File: src/sha1md_pkg.sv
`timescale 1ns / 1ps

package sha1md_pkg;

  // what the front hands to the core for each item that matters
  typedef enum logic [1:0] {
    CMD_BYTE     = 2'd0,
    CMD_BYTE_END = 2'd1,
    CMD_END      = 2'd2
  } cmd_kind_t;

  typedef struct packed {
    cmd_kind_t   kind;
    logic [7:0]  data;
  } cmd_t;

  localparam int DIGEST_WORDS = 5;
  localparam logic [2:0] LAST_WORD_NUM = 3'd4;

  // finished digest passed from the core to the output buffer
  typedef struct packed {
    logic                               valid;
    logic [DIGEST_WORDS-1:0][31:0]      words;
  } digest_t;

endpackage

File: src/sha1md_front.sv
`timescale 1ns / 1ps

module sha1md_front
  import sha1md_pkg::*;
(
  input  logic       clk,
  input  logic       rst_n,
  input  logic       push,
  output logic       full,
  input  logic [7:0] in_data_byte,
  input  logic       in_end_of_message,
  input  logic       in_no_data,
  output logic       q_push,
  output cmd_t       q_data,
  input  logic       q_full
);

  cmd_t hold_r, hold_nxt;
  logic hold_vld_r, hold_vld_nxt;
  cmd_t cls;
  logic ignore;
  logic accept;

  // classify the item; a no-data item without end does nothing at all
  always_comb begin
    cls.data = in_data_byte;
    if (in_no_data) begin
      cls.kind = CMD_END;
    end else if (in_end_of_message) begin
      cls.kind = CMD_BYTE_END;
    end else begin
      cls.kind = CMD_BYTE;
    end
  end

  assign ignore = in_no_data & ~in_end_of_message;
  assign full   = hold_vld_r & q_full;
  assign accept = push & ~full;
  assign q_push = hold_vld_r & ~q_full;
  assign q_data = hold_r;

  always_comb begin
    hold_vld_nxt = (hold_vld_r & q_full) | (accept & ~ignore);
    hold_nxt     = accept ? cls : hold_r;
  end

  always_ff @(posedge clk) begin
    if (!rst_n) begin
      hold_vld_r <= 1'b0;
    end else begin
      hold_vld_r <= hold_vld_nxt;
    end
  end

  always_ff @(posedge clk) begin
    hold_r <= hold_nxt;
  end

endmodule

File: src/sha1md_queue.sv
`timescale 1ns / 1ps

module sha1md_queue
  import sha1md_pkg::*;
#(
  parameter int DEPTH = 4
) (
  input  logic clk,
  input  logic rst_n,
  input  logic push,
  input  cmd_t wr_data,
  output logic full,
  input  logic pop,
  output cmd_t rd_data,
  output logic empty
);

  localparam int AW = $clog2(DEPTH);

  cmd_t          mem_r [DEPTH];
  logic [AW:0]   wp_r, wp_nxt;
  logic [AW:0]   rp_r, rp_nxt;

  assign empty   = (wp_r == rp_r);
  assign full    = (wp_r[AW] != rp_r[AW]) && (wp_r[AW-1:0] == rp_r[AW-1:0]);
  assign rd_data = mem_r[rp_r[AW-1:0]];

  always_comb begin
    wp_nxt = (push && !full) ? wp_r + 1'b1 : wp_r;
    rp_nxt = (pop && !empty) ? rp_r + 1'b1 : rp_r;
  end

  always_ff @(posedge clk) begin
    if (!rst_n) begin
      wp_r <= '0;
      rp_r <= '0;
    end else begin
      wp_r <= wp_nxt;
      rp_r <= rp_nxt;
    end
  end

  always_ff @(posedge clk) begin
    if (push && !full) begin
      mem_r[wp_r[AW-1:0]] <= wr_data;
    end
  end

endmodule

File: src/sha1md_core.sv
`timescale 1ns / 1ps

module sha1md_core
  import sha1md_pkg::*;
(
  input  logic    clk,
  input  logic    rst_n,
  input  logic    q_empty,
  input  cmd_t    q_data,
  output logic    q_pop,
  input  logic    ob_ready,
  output digest_t dig
);

  typedef enum logic [2:0] {
    ST_IDLE,
    ST_PAD_START,
    ST_PAD,
    ST_PAD_NEXT,
    ST_COMP,
    ST_ADD,
    ST_DIGEST
  } state_t;

  localparam logic [DIGEST_WORDS-1:0][31:0] H_INIT = {
    32'hC3D2E1F0, 32'h10325476, 32'h98BADCFE, 32'hEFCDAB89, 32'h67452301
  };
  localparam logic [31:0] K0 = 32'h5A827999;
  localparam logic [31:0] K1 = 32'h6ED9EBA1;
  localparam logic [31:0] K2 = 32'h8F1BBCDC;
  localparam logic [31:0] K3 = 32'hCA62C1D6;
  localparam logic [7:0]  PAD_MARK = 8'h80;
  localparam logic [6:0]  LAST_ROUND = 7'd79;
  localparam logic [5:0]  LAST_POS = 6'd63;
  localparam logic [5:0]  LEN_POS = 6'd56;

  state_t state_r, state_nxt;
  state_t after_r, after_nxt;
  logic [60:0] cnt_r, cnt_nxt;
  logic [DIGEST_WORDS-1:0][31:0] h_r, h_nxt;
  logic [DIGEST_WORDS-1:0][31:0] rw_r, rw_nxt;
  logic [6:0] rnd_r, rnd_nxt;
  logic [5:0] pad_pos_r, pad_pos_nxt;
  logic pad_first_r, pad_first_nxt;
  logic len_blk_r, len_blk_nxt;
  logic [15:0][31:0] blk_r, blk_nxt;

  logic       wr_en;
  logic [5:0] wr_pos;
  logic [7:0] wr_byte;
  logic [4:0] lane_sh;
  logic [63:0] len_bits;
  logic [7:0] pad_byte;
  logic [31:0] a, b, c, d, e, w, f, k, t, wx;

  assign a = rw_r[0];
  assign b = rw_r[1];
  assign c = rw_r[2];
  assign d = rw_r[3];
  assign e = rw_r[4];

  // message schedule from a sixteen-word shift line
  assign wx = blk_r[13] ^ blk_r[8] ^ blk_r[2] ^ blk_r[0];
  assign w  = (rnd_r < 7'd16) ? blk_r[0] : {wx[30:0], wx[31]};

  always_comb begin
    if (rnd_r < 7'd20) begin
      f = (b & c) | (~b & d);
      k = K0;
    end else if (rnd_r < 7'd40) begin
      f = b ^ c ^ d;
      k = K1;
    end else if (rnd_r < 7'd60) begin
      f = (b & c) | (b & d) | (c & d);
      k = K2;
    end else begin
      f = b ^ c ^ d;
      k = K3;
    end
  end

  assign t = {a[26:0], a[31:27]} + f + e + k + w;

  // padding byte: marker, zeros, then the big-endian bit length
  assign len_bits = {cnt_r, 3'b000};
  always_comb begin
    if (pad_first_r) begin
      pad_byte = PAD_MARK;
    end else if (len_blk_r && pad_pos_r >= LEN_POS) begin
      pad_byte = len_bits[{~pad_pos_r[2:0], 3'b000} +: 8];
    end else begin
      pad_byte = 8'h00;
    end
  end

  assign q_pop = (state_r == ST_IDLE) && !q_empty;

  always_comb begin
    state_nxt     = state_r;
    after_nxt     = after_r;
    cnt_nxt       = cnt_r;
    h_nxt         = h_r;
    rw_nxt        = rw_r;
    rnd_nxt       = rnd_r;
    pad_pos_nxt   = pad_pos_r;
    pad_first_nxt = pad_first_r;
    len_blk_nxt   = len_blk_r;
    wr_en         = 1'b0;
    wr_pos        = cnt_r[5:0];
    wr_byte       = q_data.data;
    dig.valid     = 1'b0;
    dig.words     = h_r;

    case (state_r)
      ST_IDLE: begin
        if (!q_empty) begin
          case (q_data.kind)
            CMD_BYTE, CMD_BYTE_END: begin
              wr_en   = 1'b1;
              cnt_nxt = cnt_r + 61'd1;
              if (cnt_r[5:0] == LAST_POS) begin
                state_nxt = ST_COMP;
                rw_nxt    = h_r;
                rnd_nxt   = '0;
                after_nxt = (q_data.kind == CMD_BYTE_END) ? ST_PAD_START : ST_IDLE;
              end else if (q_data.kind == CMD_BYTE_END) begin
                state_nxt = ST_PAD_START;
              end
            end
            CMD_END: begin
              state_nxt = ST_PAD_START;
            end
            default: begin
              state_nxt = ST_IDLE;
            end
          endcase
        end
      end
      ST_PAD_START: begin
        pad_pos_nxt   = cnt_r[5:0];
        pad_first_nxt = 1'b1;
        len_blk_nxt   = (cnt_r[5:0] < LEN_POS);
        state_nxt     = ST_PAD;
      end
      ST_PAD: begin
        wr_en         = 1'b1;
        wr_pos        = pad_pos_r;
        wr_byte       = pad_byte;
        pad_first_nxt = 1'b0;
        if (pad_pos_r == LAST_POS) begin
          state_nxt = ST_COMP;
          rw_nxt    = h_r;
          rnd_nxt   = '0;
          after_nxt = len_blk_r ? ST_DIGEST : ST_PAD_NEXT;
        end else begin
          pad_pos_nxt = pad_pos_r + 6'd1;
        end
      end
      ST_PAD_NEXT: begin
        // second padding block carries zeros and the length
        pad_pos_nxt   = '0;
        pad_first_nxt = 1'b0;
        len_blk_nxt   = 1'b1;
        state_nxt     = ST_PAD;
      end
      ST_COMP: begin
        rw_nxt[4] = d;
        rw_nxt[3] = c;
        rw_nxt[2] = {b[1:0], b[31:2]};
        rw_nxt[1] = a;
        rw_nxt[0] = t;
        rnd_nxt   = rnd_r + 7'd1;
        if (rnd_r == LAST_ROUND) begin
          state_nxt = ST_ADD;
        end
      end
      ST_ADD: begin
        for (int i = 0; i < DIGEST_WORDS; i++) begin
          h_nxt[i] = h_r[i] + rw_r[i];
        end
        state_nxt = after_r;
      end
      ST_DIGEST: begin
        if (ob_ready) begin
          dig.valid = 1'b1;
          h_nxt     = H_INIT;
          rw_nxt    = '0;
          cnt_nxt   = '0;
          state_nxt = ST_IDLE;
        end
      end
      default: begin
        state_nxt = ST_IDLE;
      end
    endcase
  end

  // block store: byte writes while filling, shift line while compressing
  assign lane_sh = {~wr_pos[1:0], 3'b000};
  always_comb begin
    blk_nxt = blk_r;
    if (state_r == ST_COMP) begin
      blk_nxt = {w, blk_r[15:1]};
    end else if (wr_en) begin
      blk_nxt[wr_pos[5:2]][lane_sh +: 8] = wr_byte;
    end
  end

  always_ff @(posedge clk) begin
    if (!rst_n) begin
      state_r     <= ST_IDLE;
      after_r     <= ST_IDLE;
      cnt_r       <= '0;
      h_r         <= H_INIT;
      rw_r        <= '0;
      rnd_r       <= '0;
      pad_pos_r   <= '0;
      pad_first_r <= 1'b0;
      len_blk_r   <= 1'b0;
    end else begin
      state_r     <= state_nxt;
      after_r     <= after_nxt;
      cnt_r       <= cnt_nxt;
      h_r         <= h_nxt;
      rw_r        <= rw_nxt;
      rnd_r       <= rnd_nxt;
      pad_pos_r   <= pad_pos_nxt;
      pad_first_r <= pad_first_nxt;
      len_blk_r   <= len_blk_nxt;
    end
  end

  always_ff @(posedge clk) begin
    blk_r <= blk_nxt;
  end

endmodule

File: src/sha1md_outbuf.sv
`timescale 1ns / 1ps

module sha1md_outbuf
  import sha1md_pkg::*;
(
  input  logic        clk,
  input  logic        rst_n,
  input  digest_t     dig,
  output logic        ob_ready,
  output logic        empty,
  input  logic        pop,
  output logic [31:0] out_digest_word,
  output logic [2:0]  out_word_number,
  output logic        out_last_word
);

  logic busy_r, busy_nxt;
  logic [2:0] idx_r, idx_nxt;
  logic [DIGEST_WORDS-1:0][31:0] words_r, words_nxt;

  assign ob_ready        = ~busy_r;
  assign empty           = ~busy_r;
  assign out_digest_word = words_r[0];
  assign out_word_number = idx_r;
  assign out_last_word   = (idx_r == LAST_WORD_NUM);

  always_comb begin
    busy_nxt  = busy_r;
    idx_nxt   = idx_r;
    words_nxt = words_r;
    if (!busy_r) begin
      if (dig.valid) begin
        busy_nxt  = 1'b1;
        idx_nxt   = '0;
        words_nxt = dig.words;
      end
    end else if (pop) begin
      words_nxt = words_r >> 32;
      idx_nxt   = idx_r + 3'd1;
      if (idx_r == LAST_WORD_NUM) begin
        busy_nxt = 1'b0;
      end
    end
  end

  always_ff @(posedge clk) begin
    if (!rst_n) begin
      busy_r <= 1'b0;
      idx_r  <= '0;
    end else begin
      busy_r <= busy_nxt;
      idx_r  <= idx_nxt;
    end
  end

  always_ff @(posedge clk) begin
    words_r <= words_nxt;
  end

endmodule

File: src/sha1_message_digest_unit.sv
`timescale 1ns / 1ps

// channel   | direction | handshake      | payload
// ----------+-----------+----------------+------------------------------------------------
// input     | in        | push / full    | in_data_byte, in_end_of_message, in_no_data
// result    | out       | empty / pop    | out_digest_word, out_word_number, out_last_word
//
// a byte item is written as it is popped; each full block then runs the 80 rounds
// and the chaining add, and no item is taken meanwhile
// a message end adds a setup state, a write per padding byte, rounds per padding block
// (a second block adds a setup state) and a digest hand-off; words leave one per pop
// synchronous active-low reset empties the queues and restores h0..h4
// full only with hold register and item queue both occupied; core waits on an unread digest

module sha1_message_digest_unit
  import sha1md_pkg::*;
#(
  parameter int QUEUE_DEPTH = 4
) (
  input  logic        clk,
  input  logic        rst_n,
  input  logic        push,
  output logic        full,
  input  logic [7:0]  in_data_byte,
  input  logic        in_end_of_message,
  input  logic        in_no_data,
  output logic        empty,
  input  logic        pop,
  output logic [31:0] out_digest_word,
  output logic [2:0]  out_word_number,
  output logic        out_last_word
);

  // front to queue
  logic    q_push;
  cmd_t    q_wr_data;
  logic    q_full;
  // queue to core
  logic    q_pop;
  cmd_t    q_rd_data;
  logic    q_empty;
  // core to output buffer
  digest_t dig;
  logic    ob_ready;

  // front: takes items, drops empty no-end items, classifies the rest
  sha1md_front u_front (
    .clk               (clk),
    .rst_n             (rst_n),
    .push              (push),
    .full              (full),
    .in_data_byte      (in_data_byte),
    .in_end_of_message (in_end_of_message),
    .in_no_data        (in_no_data),
    .q_push            (q_push),
    .q_data            (q_wr_data),
    .q_full            (q_full)
  );

  // short command queue decoupling the front from the hashing core
  sha1md_queue #(
    .DEPTH (QUEUE_DEPTH)
  ) u_queue (
    .clk     (clk),
    .rst_n   (rst_n),
    .push    (q_push),
    .wr_data (q_wr_data),
    .full    (q_full),
    .pop     (q_pop),
    .rd_data (q_rd_data),
    .empty   (q_empty)
  );

  // core: byte packing, padding and the 80-round compression
  sha1md_core u_core (
    .clk      (clk),
    .rst_n    (rst_n),
    .q_empty  (q_empty),
    .q_data   (q_rd_data),
    .q_pop    (q_pop),
    .ob_ready (ob_ready),
    .dig      (dig)
  );

  // output buffer: holds one digest and presents it a word at a time
  sha1md_outbuf u_outbuf (
    .clk             (clk),
    .rst_n           (rst_n),
    .dig             (dig),
    .ob_ready        (ob_ready),
    .empty           (empty),
    .pop             (pop),
    .out_digest_word (out_digest_word),
    .out_word_number (out_word_number),
    .out_last_word   (out_last_word)
  );

`ifndef SYNTHESIS
  // words of one digest come out in order with no gap
  a_word_order: assert property (@(posedge clk) disable iff (!rst_n)
    (pop && !empty && !out_last_word) |=>
      (!empty && out_word_number == $past(out_word_number) + 3'd1))
    else $error("digest word sequence broken");

  // the last-word flag marks word h4 only
  a_last_word: assert property (@(posedge clk) disable iff (!rst_n)
    (!empty && out_last_word) |-> (out_word_number == LAST_WORD_NUM))
    else $error("last word flag on wrong word");

  // the front never pushes into a full item queue
  a_queue_ovf: assert property (@(posedge clk) disable iff (!rst_n)
    q_push |-> !q_full)
    else $error("item queue overflow");

  // a new digest is only handed over when the buffer is free
  a_dig_handoff: assert property (@(posedge clk) disable iff (!rst_n)
    dig.valid |-> empty)
    else $error("digest handed over while buffer busy");
`endif

endmodule
File: config.mk
export PLATFORM = sky130hd
export DESIGN_NAME = sha1_message_digest_unit
export DESIGN_NICKNAME = d
export VERILOG_FILES = /design/src/sha1md_pkg.sv /design/src/sha1md_front.sv /design/src/sha1md_queue.sv /design/src/sha1md_core.sv /design/src/sha1md_outbuf.sv /design/src/sha1_message_digest_unit.sv
export SDC_FILE = /design/constraint.sdc
export NUM_CORES = 2
export LEC_CHECK = 0
export ABC_AREA = 1
export BUFFER_PORTS_ARGS = -buffer_cell sky130_fd_sc_hd__buf_4
export CELL_PAD_IN_SITES_DETAIL_PLACEMENT = 0
export CELL_PAD_IN_SITES_GLOBAL_PLACEMENT = 1
export CORE_MARGIN = 2
export CORE_UTILIZATION = 49
export CTS_CLUSTER_SIZE = 12
export DETAILED_ROUTE_END_ITERATION = 10
export GPL_ROUTABILITY_DRIVEN = 0
export GPL_TIMING_DRIVEN = 0
export PLACE_DENSITY_LB_ADDON = 0.1
export SYNTH_ARGS = -nofsm -noshare
export SYNTH_HDL_FRONTEND = slang
export SYNTH_SLANG_ARGS = --single-unit
File: constraint.sdc
create_clock -name clk -period 7.2 [get_ports clk]
set_input_delay 1.44 -clock clk [delete_from_list [all_inputs] [get_ports clk]]
set_output_delay 1.44 -clock clk [all_outputs]
set_load 0.005 [all_outputs]
==> key figures <==
Setup path
  – Reg-to-reg slack, setup: 0.35 ns
  – Critical path endpoint category: flop
  – Worst reg2reg startpoint: u_core.rnd_r[4]
  – CP max-delay cell: nor3_1
  – Worst R2R End: u_core.a[31]
  – Type of origin of the critical path: flop
  – Worst Setup EP: u_core.a[31]
  – Crit path kind: reg2reg
  – Worst Path Arrival: between 7 and 8 ns
  – Worst setup path startpoint: u_core.rnd_r[4]
  – CP dominant cell by count: nand2_1
  – WP data required: 7.91 ns
  – Reg2reg path depth: 25
  – CP max stage delay: 0.68 ns
  – Critical path peak fanout: 10

Synth
  – Top-area cell type share of the netlist area: between 30% and 40%
  – Asr flop ratio synth: 0%
  – Syn avg cell area: 8.06 um2
  – Net Count, Synth: 8497
  – Distinct cells, synth: between 50 and 60
  – Mapped Cells: 8152
  – Register area share after synthesis: 45.6%
  – Top FF cell, synth: edfxtp_1
  – Synth Register Bits: 1137
  – Area contributors post-synth: edfxtp_1, dfxtp_1, nand2_1
  – Synthesized area: 65700 um2
  – Ys Warns: 0
  – Count leader, synth: nand2_1
  – Number of synthesized flops with an enable pin: approximately 720
  – Area leader, netlist: edfxtp_1
  – Synth top cells by count: nand2_1, o21ai_0, inv_1

CTS
  – Clock root buffer: clkbuf_16
  – CTS-repair resized insts: 0
  – Hold bufs inserted after CTS: 0
  – CTS tree: done
  – Clk_lat worst skew: 0.81 ns
  – CTS Buf Count: between 100 and 150
  – CTS Sinks: 1137
  – Htree depth: 4
  – Clock slew at reported path FFs: 0.07 ns
  – Setup Buffers After CTS: 0
  – Clk buf depth: 3

GRT
  – First-pass GRT wire length: 388000 um
  – Grt ovf: 0
  – GRT Resource Usage Total: roughly 39%
  – Antenna violations before repair: 10
  – Number of global-route vias before repair: 56317
  – Pin count of the biggest net entering global routing: 74

Route
  – Routed WL per cell: ~27 um
  – Post-route DRC: 0
  – DRT antenna net count: 0
  – Vias: 62715
  – Iter 0 DRT Violations: 10045
  – DR pass1 iterations: 7
  – Routed vias/inst: 6.14
  – Final wirelength: 274000 um

Place
  – PortBufs: 51
  – DP Area: 68400 um2
  – Placed cells: between 9000 and 10000
  – Pre-CTS setup slack: 0.476 ns
  – Post-DP HPWL: 212000 um

Outcome
  – Status: finished with violations
  – Failing checks: max-capacitance violations, max-slew violations

Timing
  – Worst Tran Pin Value: between 1.5 and 2 ns
  – Final Hold Viols: 0
  – RSZ-0062 raised after global routing: false
  – Final Setup Violations: 0
  – Final Worst Setup Slack: 0.350 ns
  – Post-layout min period: ~7 ns
  – Max-slew violations: 33
  – Hold Slack: 0.469 ns
  – Relative slew margins: -4.09%
  – Period utilisation layout: 95.1%
  – Max Clk Rate: approximately 150 MHz
  – Worst Skew: 0.0463 ns

Power
  – Final Power: 0.0294 W
  – Switching part of the total power: 46.5%
  – P_int: about 0.016 W
  – Combinational Power Share: 43.8%
  – Flop pwr share: 32.8%
  – Power share of the clock group: 23.4%
  – Max VDD drop: around 0.00028 V
  – Total net switching power: 0.0137 W
  – Leak pwr: between 20 and 30 nW
  – Pwr dens: 404 nW/um2

Cells and area
  – Post-route cell area: 72800 um2
  – Fin cells: 10222
  – Final-stage net count: roughly 8700
  – Area growth, synth to finish: 10.8%
  – Share of cells above drive strength 1: 4.61%

Worst hold path
  – HP Class: reg2reg

Floorplan
  – Die X: 370 um
  – Core Region: 133000 um2
  – Initial Utilization: between 40 and 50%
  – Die Area: approximately 140000 um2
  – Std cell rows: 134
  – IO Count: 52
  – DIE HEIGHT: 370 um

Job
  – Max Cap Viol: 4
## layout make-up
cell class	count	area [um2]
fillers	12604	60500
inverters	756	2840
clock inverters	58	673
multi-input cells	5867	31300
clock buffers	184	3720
plain buffers	392	1660
diodes	7	17.5
well taps	1768	2210
flip-flops and latches	1137	30000
repair buffers	53	430
## per-layer routing
metal	GRT usage [%]	vias to the layer above	share of wire, %	routed length (um)
met4	17.1	10	5.1	14000
li1	-	28105	-	-
met5	0.664	-	0.061	167
met3	10.1	690	14	38500
met2	54.6	4203	40	110000
met1	56.7	29707	41	112000
## cell usage in the layout (no fill, tap or decap), types with 34 or more instances in the layout
master     instances
nand2_1         2105
buf_4             86
clkbuf_1         336
ha_1             207
xor2_1            37
a21oi_1          531
inv_1            746
nand3b_1          63
buf_2             34
nor3_1            92
nand3_1          353
o211ai_1          56
nor2_1           642
dfxtp_1          415
nand4_1          125
o22ai_1           39
a31oi_1           84
xnor2_1          107
clkbuf_16        137
o21ai_0         1022
a221oi_1          58
edfxtp_1         722
fa_1             124
## worst max-delay path: cells and delay by family (launching register included)
family	cells	cell delay [ns]
buffers and inverters	6	0.94
AND/OR/NAND/NOR	12	2.49
AO/OA/AOI/OAI	3	1.09
adder cells (fa/ha/maj)	4	1.94
flip-flops	1	0.29
## stage by stage
step | TNS (ns) | util, %
after floorplan | 0 | -
after global placement | -73.94 | 51.3
after detailed placement | 0 | 51.3
after CTS | 0 | 54.6
after global routing | 0 | 54.6
final | 0 | 54.6
## sequential cells by signal, summed over array words and instances (netlist names), 40 cells and up, named ones only
signal,count
u_core.blk_r,512
u_core.dig,160
u_outbuf.words_r,128
u_core.cnt_r,61
u_queue.mem_r,40
## worst min path at each step
stage	from	end	slack [ns]	depth (start not counted)
2_1_floorplan	u_core.after_r[1]	u_core.after_r[1]	0.44	2
3_3_place_gp	u_core.after_r[1]	u_core.after_r[1]	0.45	2
3_5_place_dp	u_core.after_r[1]	u_core.after_r[1]	0.45	2
4_1_cts	u_core.after_r[1]	u_core.after_r[1]	0.46	2
5_1_grt	u_core.after_r[1]	u_core.after_r[1]	0.47	2
6_report	u_core.after_r[1]	u_core.after_r[1]	0.47	2
## cells by family after synthesis
logic type / after synthesis / synth area share, %
flip-flops: 1137 / 45.6
buffers and inverters: 1148 / 6.85
XOR/XNOR: 144 / 1.92
adder cells (fa/ha/maj): 331 / 7.72
AND/OR/NAND/NOR: 3450 / 21.7
AO/OA/AOI/OAI: 1942 / 16.2
## power groups by stage
stage / sequential [W] / combinational, W / clock (W)
final: 0.00966 / 0.0129 / 0.00689
after floorplan: 0.00868 / 0.00840 / 0
after global routing: 0.00959 / 0.0141 / 0.00716
after detailed placement: 0.00961 / 0.0123 / 0
after global placement: 0.00960 / 0.0122 / 0
after CTS: 0.00948 / 0.0124 / 0.00692
No activity file was read; power rests on OpenSTA's default activity.
